<file path="config.mk">
export PLATFORM = sky130hd
export DESIGN_NAME = flba_ctrl
export DESIGN_NICKNAME = d
export VERILOG_FILES = /design/src/rtl/flba_pkg.sv /design/src/rtl/flba_ctrl.sv
export SDC_FILE = /design/constraint.sdc
export NUM_CORES = 1
export LEC_CHECK = 0
export ABC_CLOCK_PERIOD_IN_PS = 1980
export BUFFER_PORTS_ARGS = -buffer_cell sky130_fd_sc_hd__buf_4
export CORE_AREA = 2 2 39 41
export CTS_BUF_LIST = sky130_fd_sc_hd__clkbuf_2
export DETAILED_ROUTE_END_ITERATION = 16
export DIE_AREA = 0 0 41 43
export SLEW_MARGIN = 20
export SYNTH_ARGS = -nofsm -noshare
export SYNTH_HDL_FRONTEND = slang
export SYNTH_SLANG_ARGS = --single-unit
</file>
<file path="constraint.sdc">
create_clock -name clk -period 1.98 [get_ports clk]
set_input_delay 0 -clock clk [delete_from_list [all_inputs] [get_ports clk]]
set_output_delay 0 -clock clk [all_outputs]
set_load 0.005 [all_outputs]
</file>
<file path="src/rtl/flba_pkg.sv">
// Shared types and constants for the free-list entry allocator.
// Used by flba_ctrl, flba_dp and free_list_block_allocator; no dependencies.
package flba_pkg;

  // Pool geometry.
  localparam int ENTRIES  = 1024;
  localparam int IDX_W    = $clog2(ENTRIES);
  localparam int LINK_W   = IDX_W + 1;
  localparam int CAP_W    = IDX_W + 1;
  localparam int TAG_W    = 8;

  // Link value that terminates the free list.
  localparam logic [LINK_W-1:0] END_MARK = {LINK_W{1'b1}};
  localparam logic [CAP_W-1:0]  CAP_MAX  = CAP_W'(ENTRIES);
  localparam logic [CAP_W-1:0]  CAP_RESET = CAP_W'(1024);

  // Item kinds.
  localparam logic [1:0] KIND_INIT    = 2'd0;
  localparam logic [1:0] KIND_ALLOC   = 2'd1;
  localparam logic [1:0] KIND_RELEASE = 2'd2;

  // Commands from the controller to the datapath.
  typedef struct packed {
    logic accept;     // latch the item and start its work
    logic alloc_rd;   // read the link of the current head
    logic walk_start; // clear the initialize walk index
    logic walk_step;  // write one link during initialize
    logic commit;     // update the list state and load the result
  } cmd_t;

  // Status from the datapath to the controller.
  typedef struct packed {
    logic cap_zero;   // clamped capacity is zero
    logic walk_last;  // walk index is at the last entry
  } status_t;

endpackage

</file>
<file path="src/rtl/flba_ctrl.sv">
// Controller state machine of the free-list entry allocator.
// Depends on flba_pkg for the command and status structs and kind codes.
module flba_ctrl (
  input  logic               clk,
  input  logic               rst,
  input  logic               in_valid,
  output logic               in_ready,
  input  logic [1:0]         kind,
  output logic               out_valid,
  input  logic               out_ready,
  input  flba_pkg::status_t  status,
  output flba_pkg::cmd_t     cmd
);

  localparam logic [1:0] ST_IDLE = 2'd0;
  localparam logic [1:0] ST_WALK = 2'd1;
  localparam logic [1:0] ST_DONE = 2'd2;

  logic [1:0] state;
  logic [1:0] state_next;
  logic       in_xfer;
  logic       slot_free;

  assign in_ready  = (state == ST_IDLE);
  assign in_xfer   = in_valid && in_ready;
  assign slot_free = !out_valid || out_ready;

  // Command decode and next state.
  always_comb begin
    state_next     = state;
    cmd            = '0;
    cmd.accept     = in_xfer;
    case (state)
      ST_IDLE: begin
        if (in_xfer) begin
          if (kind == flba_pkg::KIND_INIT) begin
            cmd.walk_start = 1'b1;
            state_next = status.cap_zero ? ST_DONE : ST_WALK;
          end else begin
            cmd.alloc_rd = (kind == flba_pkg::KIND_ALLOC);
            state_next = ST_DONE;
          end
        end
      end
      ST_WALK: begin
        cmd.walk_step = 1'b1;
        if (status.walk_last) begin
          state_next = ST_DONE;
        end
      end
      ST_DONE: begin
        if (slot_free) begin
          cmd.commit = 1'b1;
          state_next = ST_IDLE;
        end
      end
      default: begin
        state_next = ST_IDLE;
      end
    endcase
  end

  // State and result valid registers.
  always_ff @(posedge clk) begin
    if (rst) begin
      state     <= ST_IDLE;
      out_valid <= 1'b0;
    end else begin
      state <= state_next;
      if (cmd.commit) begin
        out_valid <= 1'b1;
      end else if (out_ready) begin
        out_valid <= 1'b0;
      end
    end
  end

endmodule

</file>
---- Yosys cells after proc, flatten, opt, wreduce, memory -nomap -nowiden ----
Cells that the tools add are included.
word-level totals
  register bits ........................... 3
  latch bits .............................. 0
  RAM bits ................................ 0
  bits in read-only memories .............. 0
  bits of input ports ..................... 8
  output and inout port bits .............. 7
  word-level logic and storage cells ...... 30
  memories ................................ 0
cells by class
  add/subtract/negate cells ............... 0
  multiply operators ...................... 0
  div/mod/pow operators ................... 0
  $lt $le $gt $ge ......................... 0
  equality and inequality tests ........... 6
  shifts and indexed selects .............. 0
  multiplexer cells ....................... 15
  bitwise logic cells ..................... 0
  reductions and logical operators ........ 7
operator list
  operator                                                          count
  2-bit 2-to-1 mux                                                  7
  1-bit 2-to-1 mux                                                  7
  2-bit one-hot mux with 3 select lines                             1
  2-bit by 1-bit == test with 1-bit output (second input constant)  2
  2-bit zero test                                                   2
  2-bit != test (second input constant)                             2
  3-bit AND reduction                                               1
  2-bit == test (second input constant)                             1
  2-bit by 1-bit != test with 1-bit output (second input constant)  1
  2-bit nonzero test                                                1
  1-bit logical AND                                                 1
  1-bit zero test                                                   1
  1-bit logical OR                                                  1

---- Depth between registers and ports, before layout ----
Gate-level depths: netlist of run 1.
  word-level depth ........................ 5
  mapped depth ............................ 4
  depth with buffers taken out ............ 3

---- Least setup slack after synthesis of run 1 ----
Ideal clock, no wire load.
  path type ............................... reg2reg
  start ................................... register state[0]
  end ..................................... register state[0]
  setup time .............................. 0.088 ns
  data arrival time ....................... 0.846 ns
  data required time ...................... 1.892 ns
  path slack .............................. 1.047 ns
  stages on the path, launching flop included .. 4
  path buffers ............................ 0
  period minus slack after synthesis ...... 0.933 ns
  path through ............................ dfxtp_1 nor4_1 a21oi_1 nor4_2
on the way
  cells in the longest elaborated chain, start to end .. 4
  elaborated cells between the ends (all ways) .. 9
  classes of those cells .................. eq/ne: 5; mux: 1; reduce/logical: 3
ends and longest elaborated chain
  item                                                RTL line                          RTL
  from (decl)                                         flba_ctrl.sv:19                   logic [1:0] state;
  from (signal assigned)                              flba_ctrl.sv:69                   state <= state_next;
  2-bit zero test                                     flba_ctrl.sv:24, flba_ctrl.sv:33
  1-bit logical AND                                   flba_ctrl.sv:25                   assign in_xfer = in_valid && in_ready;
  2-bit by 1-bit != test with 1-bit output (no line)  -
  3-bit AND reduction (no line)                       -
Parallel ways exist; a longest one is shown, timed or not.
A chain may end at the register's enable or synchronous reset.

==> results.md, run 1 <==
* Critical-path maximum fanout at 6
* Global route overflow at 0
* Cell with the most instances after synthesis: dfxtp_1
* Htree depth at 1
* Synth Register Bits at 3
* Maximum clock rate at roughly 900 MHz
* Mapped Area at 173 um^2
* Area Growth Syn to Fin at 85.5%
* Setup CP Type: reg2out
* Sequential area share after synthesis at 0.348
* DRC at 0
* Area contributors post-synth: dfxtp_1 (35%), nand2b_1 (7.2%), nor2b_1 (7.2%), nor4_2 (7.2%), a21oi_1 (5.8%)
* Clock sink count at 3
* DRT Wirelength at roughly 420 um
* Max Slew Vio Count at 0
* DR vias at 195
* Number of synthesized flops with an enable pin at 0
* Arrival time worst endpoint at 1110 ps
* Initial DRC Count at 1
* Asr flop ratio synth at 0
* Ports at 15
* Syn avg cell area at 7.85 um^2
* GRT busiest layer: met2
* Port bufs at 14
* Clk Tree Root Cell: clkbuf_2
* Critical Path Max Stage Delay at between 300 and 400 ps
* Share of layout cells above drive strength 1 at 0.500
* Vias in the first global route at between 150 and 200
* Gr usage total at 0.0633
* Synth Instances at 22
* Post-Place Worst Slack at 962 ps
* Clock skew at 2.21 ps
* Core Region at 1380 um^2
* Int Pwr at roughly 0.00014 W
* Share of the synthesized area in the top cell type at 0.348
* RSZ-0062 raised after global routing: no
* Total die area at 1760 um^2
* PwrDens at slightly below 600 nW/um^2
* CP top delay family: simple AND/OR/NAND/NOR gates
* Worst reg2reg path startpoint: state[0]
* Met1 usage at 0.0450
* Met2 Use GR at 0.0875
* Leak pwr at 0.152 nW
* Switching share of power at 0.252
* Clock share of power at 0.433
* Die width at 41 um
* Ant diodes at 0
* Dominant synthesized flop cell: dfxtp_1
* Headroom to the max-slew limit at 0.844
* Switching power total at between 0.00004 and 0.00005 W
* Crit-path cells: nor2_1, nand2_1, nor3b_1, buf_4
* Skew-Pair Late Insertion Delay at 200 ps
* Cell variety after synth at 14
* Register share of total power at 0.350
* Setup_tns at 0 ps
* First-pass DRT Iterations at 2
* Synth area leader: dfxtp_1
* Slowest CP cell: dfxtp_1
* Maximum root-to-sink buffer count at 2
* Hold Startpoint: out_ready
* Per-cell routed wire length at ~7.4 um
* Critical Path Start Type: flop
* ANT nets after route at 0
* Met3 global-route usage at 0.0471
* Nets at 49
* Outcome: complete, no violations
* First-pass GRT wire length at 662 um
* Hold Crit Depth at 3
* Starting Density at 0.125
* Total CTS buffers at 3
* Drt via density at 3.48
* CP Capture Type: output pin
* Setup WS post-layout at 871 ps
* Clock Pin Slew Worst Setup and Hold Paths at 40 ps
* Critical Path Stages at 4
* Hold Vio Cnt, Final at 0
* Initial antenna violation count at 0
* Row count at 14
* Setup crit start: state[0]
* Final setup viols at 0
* Final worst-path cycle share at 0.560
* Tightest Pin Transition at around 230 ps
* Die Y-Extent at 43 um
* Post-Syn Nets at 30
* Routability congestion estimate at just under 0.6
* Worst min path class: in2reg
* HPWL Detailed at between 300 and 400 um
* Worst EP required at 1980 ps
* Critical path buffer and inverter count at 1
* Largest net degree at the start of global routing at 7
* Yosys warnings at 0
* Worst r2r path cells at 3
* Final worst path period need at 1110 ps
* CTS tree: built
* Max-cap violations at 0
* Logic pwr share at 0.217
* IR drop worst, VDD at 129 uV
-- through the flow --
stage / area (um^2) / cells / util / power, W / hold slack, ps
floorplan: 173 / 22 / - / 0.0000838 / 33.2
detailed placement: 290 / 51 / 0.210 / 0.000108 / 199
global route: 320 / 56 / 0.231 / 0.000205 / 117
global placement: 290 / 51 / 0.210 / 0.000108 / 205
finish: 320 / 56 / 0.231 / 0.000191 / 109
CTS: 320 / 56 / 0.231 / 0.000196 / 99.4
-- layout make-up --
cell class,count,area [um^2]
inverters,2,7.51
fillers,152,1060
repair buffers,15,115
clock buffers,4,20.0
flip-flops and latches,3,60.1
well taps,16,20.0
multi-input cells,16,97.6
-- power groups by stage --
| stage | clock [W] | combinational, W | sequential [W] |
|---|---|---|---|
| after global routing | 0.0000919 | 0.0000455 | 0.0000674 |
| final | 0.0000828 | 0.0000414 | 0.0000670 |
| after detailed placement | 0 | 0.0000405 | 0.0000679 |
| after global placement | 0 | 0.0000403 | 0.0000681 |
| after floorplan | 0 | 0.0000161 | 0.0000676 |
| after CTS | 0.0000866 | 0.0000422 | 0.0000670 |
-- per-layer routing --
layer  wire length, um  vias up  part of all wire
li1                  -      111                 -
met1               161       80              0.39
met2               233        4              0.56
met3                22        0             0.053
met4                 0        0                 0
met5                 0        -                 0
-- path summary, 6_finish.rpt --
| check | slack, ps | to |
|---|---|---|
| hold reg to reg | 510 | out_valid |
| setup reg to reg | 970 | state[0] |
| setup / recovery | 870 | cmd[3] |
| hold / removal | 110 | out_valid |
-- placed cells by master, fill, tap and decap left out --
cell,synthesis,final
a21oi_1,2,2
inv_1,2,2
dlygate4sd3_1,0,1
clkbuf_2,0,4
nor2_1,2,2
or2_2,1,1
nand2_1,1,1
nand2b_1,2,2
nor3b_1,1,1
nor2b_1,2,2
dfxtp_1,3,3
nor4_2,1,1
buf_4,1,14
nor4_1,1,1
nor3_1,2,2
o2bb2ai_1,1,1
-- sequential cells by signal, indices dropped and copies added (netlist names) --
register / count
state: 2
out_valid: 1
-- worst min-delay path, delay by kind of cell --
family	cells	cell delay, ps
and+or+nand+nor	1	120
AOI/OAI and AO/OA	1	70
buffers and inverters	1	70
-- logic make-up (layout without fill, tap and decap cells) --
logic type | Yosys count | after routing | share of synthesized area
buffers and inverters | 3 | 21 | 0.0870
flip-flops | 3 | 3 | 0.348
AO/OA/AOI/OAI | 3 | 3 | 0.109
AND/OR/NAND/NOR | 13 | 13 | 0.457
-- what timing repair did --
| action | 4_1_cts | 5_1_grt |
|---|---|---|
| hold buffers | 1 | 0 |
| gates resized for setup | 0 | 0 |
| endpoints found under the hold margin | 2 | 0 |
| setup endpoints to repair | 0 | 0 |
| buffers inserted | 0 | 0 |
Power figures use the tool's default switching activity.
==> run 2: changes to the inputs <==
Settings changed: ABC_CLOCK_PERIOD_IN_PS 1980 to 1120.
Clock period 1.98 ns to 1.12 ns, I/O delays scaled along.
==> run 2 against run 1 <==
Against the previous run:
- clock skew about the same
- non-clock buffer count unchanged
- utilization increased by 1.7 points
- sequential power increased by 81%
- final cell count unchanged
- worst setup slack got worse by 780 ps
- design area increased by 7.4%
- count of clock-buffer cells in the layout unchanged
- combinational power increased by 92%
- highest routed layer unchanged
==> results.md, run 2 (synthesis results as in run 1) <==
* Max FFs per register at 2
* ANT nets after route at 0
* Critical Path Max Stage Delay at 350 ps
* Register share of total power at 0.349
* DR vias at 198
* Crit-path cells: nor2_4, nand2_2, nor3b_2, buf_4
* Vias in the first global route at a little under 200
* Switching power total at 0.0000900 W
* Critical-path maximum fanout at 6
* Outcome: complete, no violations
* Most common cell after layout, fill and taps aside: buf_4
* Maximum clock rate at 972 MHz
* Total CTS buffers at 3
* Htree depth at 1
* Final setup viols at 0
* Leak pwr at around 0.16 nW
* Setup_tns at 0 ps
* Design Area, Final at 344 um^2
* Commonest cells after routing, fill and taps aside: buf_4 (14), clkbuf_2 (4)
* Headroom to the max-slew limit at 0.852
* Initial DRC Count at 0
* First-pass GRT wire length at roughly 700 um
* Final worst-path cycle share at 0.919
* Per-cell routed wire length at about 8.2 um
* Die width at 41 um
* Worst r2r path cells at 3
* Placed cells at 51
* Hold Crit Depth at 3
* Port bufs at 14
* Hold_ws at a little over 100 ps
* Max-cap violations at 0
* Routability congestion estimate at 0.590
* Arrival time worst endpoint at 1030 ps
* Hold Vio Cnt, Final at 0
* Int Pwr at 0.000257 W
* Clk Tree Root Cell: clkbuf_2
* DRC at 0
* Max Slew Vio Count at 0
* Starting Density at 0.125
* Logic pwr share at 0.230
* Worst EP required at 1120 ps
* Largest net degree at the start of global routing at 7
* Filler Cell Count at 156
* Setup CP Type: reg2out
* Die Y-Extent at 43 um
* Clock sink count at 3
* Hold Path Sink: out_valid
* R2R Path End: state[0]
* Post-place instance area at 290 um^2
* Row count at 14
* Maximum root-to-sink buffer count at 2
* Slowest CP cell: dfxtp_2
* First-pass DRT Iterations at 1
* Area Growth Syn to Fin at 99.3%
* Global route overflow at 0
* Largest Register: state
* Total die area at 1760 um^2
* Clock share of power at 0.422
* Clock skew at 2.08 ps
* Worst reg2reg path startpoint: state[0]
* Switching share of power at 0.260
* Drt via density at between 3 and 4
* Cell Count, Final, Fillers Out at 56
* Top Registers: state: 2 flops, out_valid: 1 flops
* Clock Pin Slew Worst Setup and Hold Paths at 40 ps
* Initial antenna violation count at 0
* Critical Path Start Type: flop
* R2R setup slack at 100 ps
* Nets at 49
* Reg area at 62.6 um^2
* Tightest Pin Transition at 222 ps
* Design Power at 0.000347 W
* Core Region at between 1000 and 1500 um^2
* CTS tree: built
* Ant diodes at 0
* Ports at 15
* Share of layout cells above drive strength 1 at 0.650
* DRT Wirelength at 458 um
* Skew-Pair Late Insertion Delay at 200 ps
* Post-CTS Setup Repair Bufs at 0
* Gr usage total at 0.0653
* IR drop worst, VDD at roughly 220 uV
* CP Capture Type: output pin
* Area of the multi-input gates at 119 um^2
* Final worst path period need at 1030 ps
* PwrDens at between 1000 and 1500 nW/um^2
* Worst min path class: in2reg
* Hold Startpoint: out_ready
run 2: cell counts in the layout (fill, tap and decap cells not counted):
No cell type changed its count.
run 2: how the worst max path moves through the flow:
| stage | slack (ps) | from | cells after the start | to |
|---|---|---|---|---|
| global placement | 120 | state[0] | 3 | state[0] |
| detailed placement | 120 | state[0] | 3 | state[0] |
| global route | -20 | state[0] | 3 | state[0] |
| finish | 90 | state[0] | 4 | cmd[3] |
| floorplan | 190 | state[0] | 3 | state[0] |
| CTS | 4 | state[0] | 4 | cmd[3] |
run 2: what timing repair did:
item	4_1_cts	5_1_grt
hold buffers	1	0
endpoints found under the hold margin	2	0
gates resized for setup	1	6
endpoints found under the setup margin	1	3
run 2: routing by layer:
layer	vias to the layer above	wire, um	track usage
met1	84	174	0.0482
met3	0	30	0.0524
met2	4	253	0.0875
met4	0	0	0.0800
li1	110	-	-
met5	-	0	0
run 2: through the flow:
step	setup slack, ps	utilization
floorplan	187	-
global placement	121	0.210
detailed placement	118	0.210
CTS	3.85	0.233
global route	-20.8	0.249
finish	91.2	0.249
run 2: worst max-delay path, delay by kind of cell, from the launching register on:
kind,cells,cell delay (ps)
AND/OR/NAND/NOR,3,360
flip-flops,1,350
buffers and inverters,1,130
run 2: final cells by class:
| type | instances | area share |
|---|---|---|
| Multi-Input combinational cell | 16 | 0.345 |
| Inverter | 2 | 0.0218 |
| Tap cell | 16 | 0.0582 |
| Sequential cell | 3 | 0.182 |
| Timing Repair Buffer | 15 | 0.335 |
| Clock buffer | 4 | 0.0582 |
run 2: power groups by stage:
stage / clock [W] / sequential (W) / combinational, W
after floorplan: 0 / 0.000120 / 0.0000285
after global placement: 0 / 0.000120 / 0.0000712
after detailed placement: 0 / 0.000120 / 0.0000713
after CTS: 0.000153 / 0.000119 / 0.0000748
after global routing: 0.000162 / 0.000122 / 0.0000879
final: 0.000146 / 0.000121 / 0.0000796
==> run 3: changes to the inputs <==
Settings changed: ABC_AREA set to 1.
==> run 3 against run 2 <==
Against the previous run:
- via count increased by 31%
- utilization increased by 2.5 points
- total power increased by 9.9%
- synthesized area is 15% higher
- non-clock buffer count up 2
- worst setup slack got worse by 22 ps
- register-to-register slack gained 80 ps
- die area is the same
- count of clock-buffer cells in the layout is the same
- highest routed layer unchanged
==> results.md, run 3 <==
* Final worst-path cycle share at 0.938
* Skew-Pair Late Insertion Delay at 190 ps
* Max-cap violations at 0
* Final setup viols at 0
* Row count at 14
* Maximum clock rate at 951 MHz
* Cell variety after synth at 12
* Synth top cells by count: inv_1 (7), nand2_1 (7), nor2_1 (5), dfxtp_1 (3), nand3_1 (3)
* Worst EP required at 1120 ps
* Setup WS post-layout at 68.9 ps
* Yosys warnings at 0
* Clk Tree Root Cell: clkbuf_2
* Share of the synthesized area in the top cell type at 0.302
* Setup_tns at 0 ps
* Gr usage total at 0.0601
* CP Capture Type: output pin
* Arrival time worst endpoint at 1050 ps
* R2R setup slack at 180 ps
* Post-Place Worst Slack at 186 ps
* Headroom to the max-slew limit at 0.918
* Synth Instances at 34
* Worst r2r path cells at 6
* Total die area at 1760 um^2
* First-pass GRT wire length at 683 um
* HPWL Detailed at 414 um
* Setup CP Type: reg2out
* Area of the multi-input gates at 110 um^2
* Clock skew at 4.27 ps
* ANT nets after route at 0
* Drt via density at ~3.7
* Max FFs per register at 2
* DRT Wirelength at about 510 um
* Asr flop ratio synth at 0
* DRC at 0
* Setup crit start: state[1]
* Routability congestion estimate at 0.663
* Clock sink count at 3
* Syn avg cell area at slightly below 6 um^2
* Final worst path period need at ~1100 ps
* Register share of total power at 0.322
* Worst min path class: in2reg
* Number of synthesized flops with an enable pin at 0
* CTS tree: built
* Area Growth Syn to Fin at 90.6%
* Commonest cells after routing, fill and taps aside: buf_4 (16), inv_1 (7), nand2_1 (6)
* Int Pwr at 0.000278 W
* DR vias at 259
* Hold Vio Cnt, Final at 0
* Reg area at around 65 um^2
* Ant diodes at 0
* Largest net degree at the start of global routing at 6
* Maximum root-to-sink buffer count at 2
* Starting Density at 0.144
* Sequential area share after synthesis at 0.302
* Initial DRC Count at 1
* Port bufs at 14
* Synth Register Bits at 3
* First-pass DRT Iterations at 2
* Critical Path Start Type: flop
* Ports at 15
* Tightest Pin Transition at 123 ps
* Outcome: complete, no violations
* Nets at 63
* Switching share of power at 0.271
* Per-cell routed wire length at 7.33 um
* Clock Pin Slew Worst Setup and Hold Paths at ~40 ps
* Finished Core Util at 0.274
* Dominant synthesized flop cell: dfxtp_1
* Critical-path maximum fanout at 3
* Clock share of power at 0.374
* Initial antenna violation count at 0
* Hold Startpoint: out_ready
* Vias in the first global route at 202
* Filler Cell Count at ~160
* Most common cell after layout, fill and taps aside: buf_4
* Switching power total at 0.000103 W
* Mapped Area at around 200 um^2
* Largest Register: state
* Hold Crit Depth at 4
* Max Slew Vio Count at 0
* PwrDens at just over 1000 nW/um^2
* IR drop worst, VDD at roughly 240 uV
* Die Y-Extent at 43 um
* Synth area leader: dfxtp_1
* Leak pwr at between 0.2 and 0.25 nW
* Logic pwr share at 0.304
* Post-Syn Nets at between 40 and 50
* Htree depth at 1
* Top Registers: state: 2 flops, out_valid: 1 flops
* Worst reg2reg path startpoint: state[1]
* Area contributors post-synth: dfxtp_1 (30%), inv_1 (13%), nand2_1 (13%), nor2_1 (9.4%), nand3_1 (7.5%)
* RSZ-0062 raised after global routing: no
* Total CTS buffers at 3
* Share of layout cells above drive strength 1 at 0.519
* Global route overflow at 0
* Post-place instance area at 317 um^2
* Core Region at 1380 um^2
* Design Area, Final at 379 um^2
* Die width at 41 um
run 3: changes by cell type after synthesis, sizes merged, moves of 2 or more:
| cell | change |
|---|---|
| inv | +7 |
| nand2 | +6 |
| nor4 | -2 |
| nor2b | -2 |
| nand2b | -2 |
| nand3 | +3 |
| nor2 | +5 |
run 3: through the flow:
step           hold WS [ps]  std cells  power, W
6_report                116         70  0.000381
5_1_grt                 130         70  0.000420
4_1_cts                 115         68  0.000373
3_5_place_dp            181         63  0.000220
3_3_place_gp            174         63  0.000217
2_1_floorplan          31.1         34  0.000169
run 3: layer usage:
layer	track usage	vias to the layer above	wire [um]
met4	0.0400	0	0
met5	0	-	0
met2	0.0938	5	309
li1	-	142	-
met1	0.0573	112	179
met3	0.0314	0	24
run 3: worst max-delay path, cell delays in order (launching register included):
cell     delay [ps]
dfxtp_4         350
nor2_4          130
nand2_2          80
inv_2            50
nand2_1          50
nor2_1           90
buf_4           110
run 3: area by class of cell:
type,instances,share of cell area
clock buffers,4,0.0528
inverters,9,0.0891
multi-input cells,21,0.290
flip-flops and latches,3,0.172
well taps,16,0.0528
repair buffers,17,0.343
run 3: worst paths after layout:
kind | to
max | cmd[3]
min | out_valid
max reg2reg | state[0]
min reg2reg | out_valid
run 3: repair_timing:
action | in CTS | in global routing
buffers inserted | 0 | 2
setup endpoints to repair | 2 | 2
pin swaps | 0 | 2
hold buffers | 1 | 0
gates resized for setup | 1 | 5
endpoints found under the hold margin | 1 | 0
run 3: kinds of logic after synthesis:
group                  count (synthesis)  share of synthesized area
and+or+nand+nor                       19                      0.428
buffers and inverters                 10                      0.208
DFF                                    3                      0.302
AOI/OAI and AO/OA                      2                     0.0629
run 3: power by group through the flow:
stage	Combinational [W]	Sequential, W	Clock (W)
floorplan	0.0000455	0.000124	0
global placement	0.0000929	0.000124	0
detailed placement	0.0000949	0.000125	0
CTS	0.0000990	0.000125	0.000149
global route	0.000127	0.000124	0.000169
finish	0.000116	0.000123	0.000142
